[src/rtl/sm4_pkg.sv]
// Shared types, constants and helper functions for the SM4 block cipher.
`timescale 1ns / 1ps
`default_nettype none

package sm4_pkg;

  // Round geometry
  localparam int unsigned ROUND_COUNT = 32;
  localparam int unsigned CNT_W       = $clog2(ROUND_COUNT);
  localparam int unsigned WORD_W      = 32;
  localparam int unsigned KEY_WORDS   = 4;

  // Configuration register indexes
  localparam int unsigned CFG_IDX_W = 8;
  localparam logic [CFG_IDX_W-1:0] REG_KEY_WORD0 = CFG_IDX_W'(0);
  localparam logic [CFG_IDX_W-1:0] REG_KEY_WORD3 = CFG_IDX_W'(3);

  // Action codes carried with each item
  localparam logic ACT_ENCRYPT = 1'b0;
  localparam logic ACT_DECRYPT = 1'b1;

  // System parameter FK
  localparam logic [WORD_W-1:0] FK0 = 32'hA3B1BAC6;
  localparam logic [WORD_W-1:0] FK1 = 32'h56AA3350;
  localparam logic [WORD_W-1:0] FK2 = 32'h677D9197;
  localparam logic [WORD_W-1:0] FK3 = 32'hB27022DC;

  typedef logic [WORD_W-1:0] word_t;
  typedef word_t [KEY_WORDS-1:0] block_t;

  // Which linear transform the round unit applies
  typedef enum logic {
    RND_KEY  = 1'b0,
    RND_DATA = 1'b1
  } rnd_mode_e;

  // Round key store write request
  typedef struct packed {
    logic             en;
    logic [CNT_W-1:0] addr;
    word_t            data;
  } rk_wr_t;

  // Left rotate by a constant amount
  function automatic word_t rotl(input word_t x, input int unsigned n);
    rotl = (x << n) | (x >> (WORD_W - n));
  endfunction

  // SM4 S-box
  function automatic logic [7:0] sbox(input logic [7:0] x);
    logic [7:0] y;
    case (x)
      8'h00: y = 8'hD6; 8'h01: y = 8'h90; 8'h02: y = 8'hE9; 8'h03: y = 8'hFE;
      8'h04: y = 8'hCC; 8'h05: y = 8'hE1; 8'h06: y = 8'h3D; 8'h07: y = 8'hB7;
      8'h08: y = 8'h16; 8'h09: y = 8'hB6; 8'h0A: y = 8'h14; 8'h0B: y = 8'hC2;
      8'h0C: y = 8'h28; 8'h0D: y = 8'hFB; 8'h0E: y = 8'h2C; 8'h0F: y = 8'h05;
      8'h10: y = 8'h2B; 8'h11: y = 8'h67; 8'h12: y = 8'h9A; 8'h13: y = 8'h76;
      8'h14: y = 8'h2A; 8'h15: y = 8'hBE; 8'h16: y = 8'h04; 8'h17: y = 8'hC3;
      8'h18: y = 8'hAA; 8'h19: y = 8'h44; 8'h1A: y = 8'h13; 8'h1B: y = 8'h26;
      8'h1C: y = 8'h49; 8'h1D: y = 8'h86; 8'h1E: y = 8'h06; 8'h1F: y = 8'h99;
      8'h20: y = 8'h9C; 8'h21: y = 8'h42; 8'h22: y = 8'h50; 8'h23: y = 8'hF4;
      8'h24: y = 8'h91; 8'h25: y = 8'hEF; 8'h26: y = 8'h98; 8'h27: y = 8'h7A;
      8'h28: y = 8'h33; 8'h29: y = 8'h54; 8'h2A: y = 8'h0B; 8'h2B: y = 8'h43;
      8'h2C: y = 8'hED; 8'h2D: y = 8'hCF; 8'h2E: y = 8'hAC; 8'h2F: y = 8'h62;
      8'h30: y = 8'hE4; 8'h31: y = 8'hB3; 8'h32: y = 8'h1C; 8'h33: y = 8'hA9;
      8'h34: y = 8'hC9; 8'h35: y = 8'h08; 8'h36: y = 8'hE8; 8'h37: y = 8'h95;
      8'h38: y = 8'h80; 8'h39: y = 8'hDF; 8'h3A: y = 8'h94; 8'h3B: y = 8'hFA;
      8'h3C: y = 8'h75; 8'h3D: y = 8'h8F; 8'h3E: y = 8'h3F; 8'h3F: y = 8'hA6;
      8'h40: y = 8'h47; 8'h41: y = 8'h07; 8'h42: y = 8'hA7; 8'h43: y = 8'hFC;
      8'h44: y = 8'hF3; 8'h45: y = 8'h73; 8'h46: y = 8'h17; 8'h47: y = 8'hBA;
      8'h48: y = 8'h83; 8'h49: y = 8'h59; 8'h4A: y = 8'h3C; 8'h4B: y = 8'h19;
      8'h4C: y = 8'hE6; 8'h4D: y = 8'h85; 8'h4E: y = 8'h4F; 8'h4F: y = 8'hA8;
      8'h50: y = 8'h68; 8'h51: y = 8'h6B; 8'h52: y = 8'h81; 8'h53: y = 8'hB2;
      8'h54: y = 8'h71; 8'h55: y = 8'h64; 8'h56: y = 8'hDA; 8'h57: y = 8'h8B;
      8'h58: y = 8'hF8; 8'h59: y = 8'hEB; 8'h5A: y = 8'h0F; 8'h5B: y = 8'h4B;
      8'h5C: y = 8'h70; 8'h5D: y = 8'h56; 8'h5E: y = 8'h9D; 8'h5F: y = 8'h35;
      8'h60: y = 8'h1E; 8'h61: y = 8'h24; 8'h62: y = 8'h0E; 8'h63: y = 8'h5E;
      8'h64: y = 8'h63; 8'h65: y = 8'h58; 8'h66: y = 8'hD1; 8'h67: y = 8'hA2;
      8'h68: y = 8'h25; 8'h69: y = 8'h22; 8'h6A: y = 8'h7C; 8'h6B: y = 8'h3B;
      8'h6C: y = 8'h01; 8'h6D: y = 8'h21; 8'h6E: y = 8'h78; 8'h6F: y = 8'h87;
      8'h70: y = 8'hD4; 8'h71: y = 8'h00; 8'h72: y = 8'h46; 8'h73: y = 8'h57;
      8'h74: y = 8'h9F; 8'h75: y = 8'hD3; 8'h76: y = 8'h27; 8'h77: y = 8'h52;
      8'h78: y = 8'h4C; 8'h79: y = 8'h36; 8'h7A: y = 8'h02; 8'h7B: y = 8'hE7;
      8'h7C: y = 8'hA0; 8'h7D: y = 8'hC4; 8'h7E: y = 8'hC8; 8'h7F: y = 8'h9E;
      8'h80: y = 8'hEA; 8'h81: y = 8'hBF; 8'h82: y = 8'h8A; 8'h83: y = 8'hD2;
      8'h84: y = 8'h40; 8'h85: y = 8'hC7; 8'h86: y = 8'h38; 8'h87: y = 8'hB5;
      8'h88: y = 8'hA3; 8'h89: y = 8'hF7; 8'h8A: y = 8'hF2; 8'h8B: y = 8'hCE;
      8'h8C: y = 8'hF9; 8'h8D: y = 8'h61; 8'h8E: y = 8'h15; 8'h8F: y = 8'hA1;
      8'h90: y = 8'hE0; 8'h91: y = 8'hAE; 8'h92: y = 8'h5D; 8'h93: y = 8'hA4;
      8'h94: y = 8'h9B; 8'h95: y = 8'h34; 8'h96: y = 8'h1A; 8'h97: y = 8'h55;
      8'h98: y = 8'hAD; 8'h99: y = 8'h93; 8'h9A: y = 8'h32; 8'h9B: y = 8'h30;
      8'h9C: y = 8'hF5; 8'h9D: y = 8'h8C; 8'h9E: y = 8'hB1; 8'h9F: y = 8'hE3;
      8'hA0: y = 8'h1D; 8'hA1: y = 8'hF6; 8'hA2: y = 8'hE2; 8'hA3: y = 8'h2E;
      8'hA4: y = 8'h82; 8'hA5: y = 8'h66; 8'hA6: y = 8'hCA; 8'hA7: y = 8'h60;
      8'hA8: y = 8'hC0; 8'hA9: y = 8'h29; 8'hAA: y = 8'h23; 8'hAB: y = 8'hAB;
      8'hAC: y = 8'h0D; 8'hAD: y = 8'h53; 8'hAE: y = 8'h4E; 8'hAF: y = 8'h6F;
      8'hB0: y = 8'hD5; 8'hB1: y = 8'hDB; 8'hB2: y = 8'h37; 8'hB3: y = 8'h45;
      8'hB4: y = 8'hDE; 8'hB5: y = 8'hFD; 8'hB6: y = 8'h8E; 8'hB7: y = 8'h2F;
      8'hB8: y = 8'h03; 8'hB9: y = 8'hFF; 8'hBA: y = 8'h6A; 8'hBB: y = 8'h72;
      8'hBC: y = 8'h6D; 8'hBD: y = 8'h6C; 8'hBE: y = 8'h5B; 8'hBF: y = 8'h51;
      8'hC0: y = 8'h8D; 8'hC1: y = 8'h1B; 8'hC2: y = 8'hAF; 8'hC3: y = 8'h92;
      8'hC4: y = 8'hBB; 8'hC5: y = 8'hDD; 8'hC6: y = 8'hBC; 8'hC7: y = 8'h7F;
      8'hC8: y = 8'h11; 8'hC9: y = 8'hD9; 8'hCA: y = 8'h5C; 8'hCB: y = 8'h41;
      8'hCC: y = 8'h1F; 8'hCD: y = 8'h10; 8'hCE: y = 8'h5A; 8'hCF: y = 8'hD8;
      8'hD0: y = 8'h0A; 8'hD1: y = 8'hC1; 8'hD2: y = 8'h31; 8'hD3: y = 8'h88;
      8'hD4: y = 8'hA5; 8'hD5: y = 8'hCD; 8'hD6: y = 8'h7B; 8'hD7: y = 8'hBD;
      8'hD8: y = 8'h2D; 8'hD9: y = 8'h74; 8'hDA: y = 8'hD0; 8'hDB: y = 8'h12;
      8'hDC: y = 8'hB8; 8'hDD: y = 8'hE5; 8'hDE: y = 8'hB4; 8'hDF: y = 8'hB0;
      8'hE0: y = 8'h89; 8'hE1: y = 8'h69; 8'hE2: y = 8'h97; 8'hE3: y = 8'h4A;
      8'hE4: y = 8'h0C; 8'hE5: y = 8'h96; 8'hE6: y = 8'h77; 8'hE7: y = 8'h7E;
      8'hE8: y = 8'h65; 8'hE9: y = 8'hB9; 8'hEA: y = 8'hF1; 8'hEB: y = 8'h09;
      8'hEC: y = 8'hC5; 8'hED: y = 8'h6E; 8'hEE: y = 8'hC6; 8'hEF: y = 8'h84;
      8'hF0: y = 8'h18; 8'hF1: y = 8'hF0; 8'hF2: y = 8'h7D; 8'hF3: y = 8'hEC;
      8'hF4: y = 8'h3A; 8'hF5: y = 8'hDC; 8'hF6: y = 8'h4D; 8'hF7: y = 8'h20;
      8'hF8: y = 8'h79; 8'hF9: y = 8'hEE; 8'hFA: y = 8'h5F; 8'hFB: y = 8'h3E;
      8'hFC: y = 8'hD7; 8'hFD: y = 8'hCB; 8'hFE: y = 8'h39; 8'hFF: y = 8'h48;
      default: y = 8'h00;
    endcase
    sbox = y;
  endfunction

  // Four parallel S-boxes over one word
  function automatic word_t tau(input word_t x);
    tau = {sbox(x[31:24]), sbox(x[23:16]), sbox(x[15:8]), sbox(x[7:0])};
  endfunction

  // CK constant: byte j of round i is (28*i + 7*j) mod 256
  function automatic word_t ck_word(input logic [CNT_W-1:0] i);
    logic [7:0] base;
    base = 8'(i) * 8'd28;
    ck_word = {base, base + 8'd7, base + 8'd14, base + 8'd21};
  endfunction

  // Round key index for round i under the given action
  function automatic logic [CNT_W-1:0] rk_index(input logic [CNT_W-1:0] i,
                                                 input logic act);
    rk_index = (act == ACT_DECRYPT) ? (CNT_W'(ROUND_COUNT - 1) - i) : i;
  endfunction

endpackage

`default_nettype wire

[src/rtl/sm4_key_ram.sv]
// Round key store: one write port, one registered read port.
`timescale 1ns / 1ps
`default_nettype none

module sm4_key_ram (
  input  wire                             clk_i,
  input  wire  sm4_pkg::rk_wr_t           wr_i,
  input  wire  [sm4_pkg::CNT_W-1:0]       rd_addr_i,
  output logic [31:0]                     rd_data_o
);
  import sm4_pkg::*;

  word_t mem_q [ROUND_COUNT];
  word_t rd_data_q;

  // Write one round key during expansion
  always_ff @(posedge clk_i) begin
    if (wr_i.en) begin
      mem_q[wr_i.addr] <= wr_i.data;
    end
  end

  // Register the read data for the next round
  always_ff @(posedge clk_i) begin
    rd_data_q <= mem_q[rd_addr_i];
  end

  assign rd_data_o = rd_data_q;

endmodule

`default_nettype wire

[config.mk]
export PLATFORM = sky130hd
export DESIGN_NAME = sm4_key_ram
export DESIGN_NICKNAME = d
export VERILOG_FILES = /design/src/rtl/sm4_pkg.sv /design/src/rtl/sm4_key_ram.sv
export SDC_FILE = /design/constraint.sdc
export NUM_CORES = 1
export LEC_CHECK = 0
export BUFFER_PORTS_ARGS = -buffer_cell sky130_fd_sc_hd__buf_2
export CAP_MARGIN = 10
export CORE_ASPECT_RATIO = 1.4
export CORE_MARGIN = 10
export CORE_UTILIZATION = 40
export CTS_CLUSTER_SIZE = 12
export DETAILED_ROUTE_END_ITERATION = 8
export SLEW_MARGIN = 0
export SYNTH_ARGS = -nofsm -noshare
export SYNTH_HDL_FRONTEND = slang
export SYNTH_SLANG_ARGS = --single-unit
[constraint.sdc]
create_clock -name clk_i -period 6.5 [get_ports clk_i]
set_input_delay 0.65 -clock clk_i [delete_from_list [all_inputs] [get_ports clk_i]]
set_output_delay 0.65 -clock clk_i [all_outputs]
set_load 0.005 [all_outputs]
==> impl_metrics.yaml <==
cells_and_area:
  regArea_um2: 31400
  nFillCells: 8638
  final_core_util_pct: 45.0
  multi_input_area_um2: 8610
  finalNonFillerCells: 3764
  drive_above_1_share_pct: 11.4
  final_nets: 2401
  postLayoutCellArea_um2: 45400
  area_growth_pct: 12.1
timing:
  drv_slew: 0
  slew_headroom_pct: 8.68
  fin_worst_skew_ps: 17.5
  final_hold_viol_count: 0
  timing.setup.tns_ps: 0
  final.setup.worst_slack_ps: 3700
  holdWs_ps: 454
  grt_setup_unrepaired: "no"
  post-route-period-util_pct: 43.0
  setup_viol: 0
  fin_crit_ps: 2800
  worstMarginPinSlew_ps: 1370
  fmaxAchievable_ghz: 0.357
synth:
  yosysSeqAreaShare_pct: 77.5
  syn_area_per_cell_um2: 17.9
  synth_top_area_share_pct: 76.0
  synth.most_common_cell: "edfxtp_1"
  synthFlopType: "edfxtp_1"
  yosys_register_bits: 1056
  ys_warn_count: 0
  syn_area_um2: 40500
  syn_inst: 2260
  synthesis.nets: 2304
  synth_largest_area_cell: "edfxtp_1"
  synthTopCellsByCount: "1,024 x edfxtp_1, 512 x mux2i_1, 98 x nand2_1, 98 x nand3_1"
  yosysUniqueCellTypes: 25
  async_flop_share_pct: 0
  synth_edf_count: 1024
  synthTopCellsByArea: "edfxtp_1 76%, mux2i_1 13%, a22oi_1 1.8%"
routing:
  drtIter0Drc: 1827
  drtPass1Iterations: 5
  vias: 20886
  ant_nets: 0
  drc: 0
  post_drt_wl_per_cell_um: 27.3
  vias_per_cell: 5.55
  routed_wl_um: 103000
global_routing:
  antenna_found_initial: 16
  first_global_vias: 21289
  grt_pass1_wl_um: 147000
  grt-ovfl-total: 0
  grtUsageTotal_pct: 17.7
  grt_start_max_net_pins: 118
critical_path:
  slowest_stage: "buf_8"
  crit_type: "in2reg"
  path_max_fanout: 117
  crit_family: "buffers and inverters"
  critPathArrivalTime_ps: 3430
  start_kind: "input port"
  crit_buf_inv: 2
  cpPeakStageDelay_ps: 800
  endpoint_kind: "flip-flop"
  crit_path_cell_trace: "buf_8 > buf_12 > mux2i_1 > a22o_1 > nor3_1 > a31oi_1 > nand3_1"
  required_ps: 7130
  timing.reg2reg.setup_slack_ps: 5100
die:
  core_um2: 101000
  die_h_um: 396
  start_util_pct: 40.1
  die_x_um: 289
  num_rows: 138
  io_pins: 76
  dieArea_um2: 115000
clock_tree:
  cts_made_buffers: 99
  post_cts_buffers: 0
  cts_tree: "yes"
  path_clk_slew_ps: 60
  holdBufCountCts: 0
  clock-sinks: 1056
  clk_path_buf_depth: 3
  root_buffer: "clkbuf_16"
  clk_latency_ps: 680
  cts_resized: 0
  htreeDepth: 3
hold_path:
  min_path_type: "in2reg"
status:
  status: "completed"
power:
  powerDensity_nw_per_um2: 298
  peakVddDrop_uv: 191
  p_leak_nw: 15.5
  finalPower_mw: 13.5
place:
  placed_area_um2: 42500
  post-dp-hpwl_um: 49700
  place_ws_ps: 3030
  port_buffers: 75
  dp.cells: 3586
  gp_congestion: 0.737
run:
  maxCapViolations: 0
## layout make-up
cell class                      instances  share of cell area, %
Clock buffer                          165                   6.14
Antenna cell                            6                 0.0331
Sequential cell                      1056                   69.2
Tap cell                             1330                   3.67
Multi-Input combinational cell       1077                   19.0
Clock inverter                          7                  0.157
Timing Repair Buffer                  123                   1.84
## cells by family (layout without fill, tap and decap cells)
family / count (synthesis) / count (layout) / share of synthesized area [%]
flops: 1056 / 1056 / 77.5
compound gates: 288 / 288 / 4.85
other cells: 0 / 6 / 0
simple gates: 277 / 277 / 3.10
mux: 512 / 512 / 12.7
buf+inv: 127 / 295 / 1.86
## sequential cells by signal, indices dropped and copies added, names as in the netlist
name and flops:
mem_q 1024, rd_data_o 32
## power by group
part,internal (mW),leakage [nW],switching (mW)
Combinational,0.223,4.67,0.457
Sequential,7.57,9.49,0.0397
Clock,2.90,1.37,2.34
Total,10.7,15.5,2.84
## placed cells by master (no fill, tap or decap), types with 2 or more instances in the layout
cell type,synthesis,final
a21oi_1,96,96
a22o_1,64,64
a22oi_1,96,96
a31oi_1,32,32
buf_12,0,7
buf_2,26,74
buf_4,33,41
clkbuf_1,46,61
clkbuf_16,0,100
clkbuf_8,0,4
dfxtp_1,32,32
diode_2,0,6
edfxtp_1,1024,1024
inv_6,0,3
mux2i_1,512,512
nand2_1,98,97
nand2b_2,0,2
nand3_1,98,98
nand3b_1,5,5
nor2_4,0,33
nor3_1,32,32
or3b_2,3,3
## layer usage
layer | vias up | global-route usage (%) | part of all wire [%]
met5 | - | 0 | 0.056
met4 | 12 | 6.44 | 3.4
met3 | 183 | 3.25 | 6.8
met2 | 698 | 29.2 | 49
met1 | 10832 | 23.2 | 41
li1 | 9161 | - | -
## path summary, 6_finish.rpt
kind	start	endpoint	cells past startpoint
worst max-delay path	rd_addr_i[0]	rd_data_o[6]$_DFF_P_	7
worst min register to register	mem_q[16][4]$_DFFE_PP_	rd_data_o[4]$_DFF_P_	4
worst min-delay path	wr_i[1]	mem_q[14][1]$_DFFE_PP_	1
worst max register to register	mem_q[7][9]$_DFFE_PP_	rd_data_o[9]$_DFF_P_	5
Note: power is estimated with default switching activity, not from simulation.
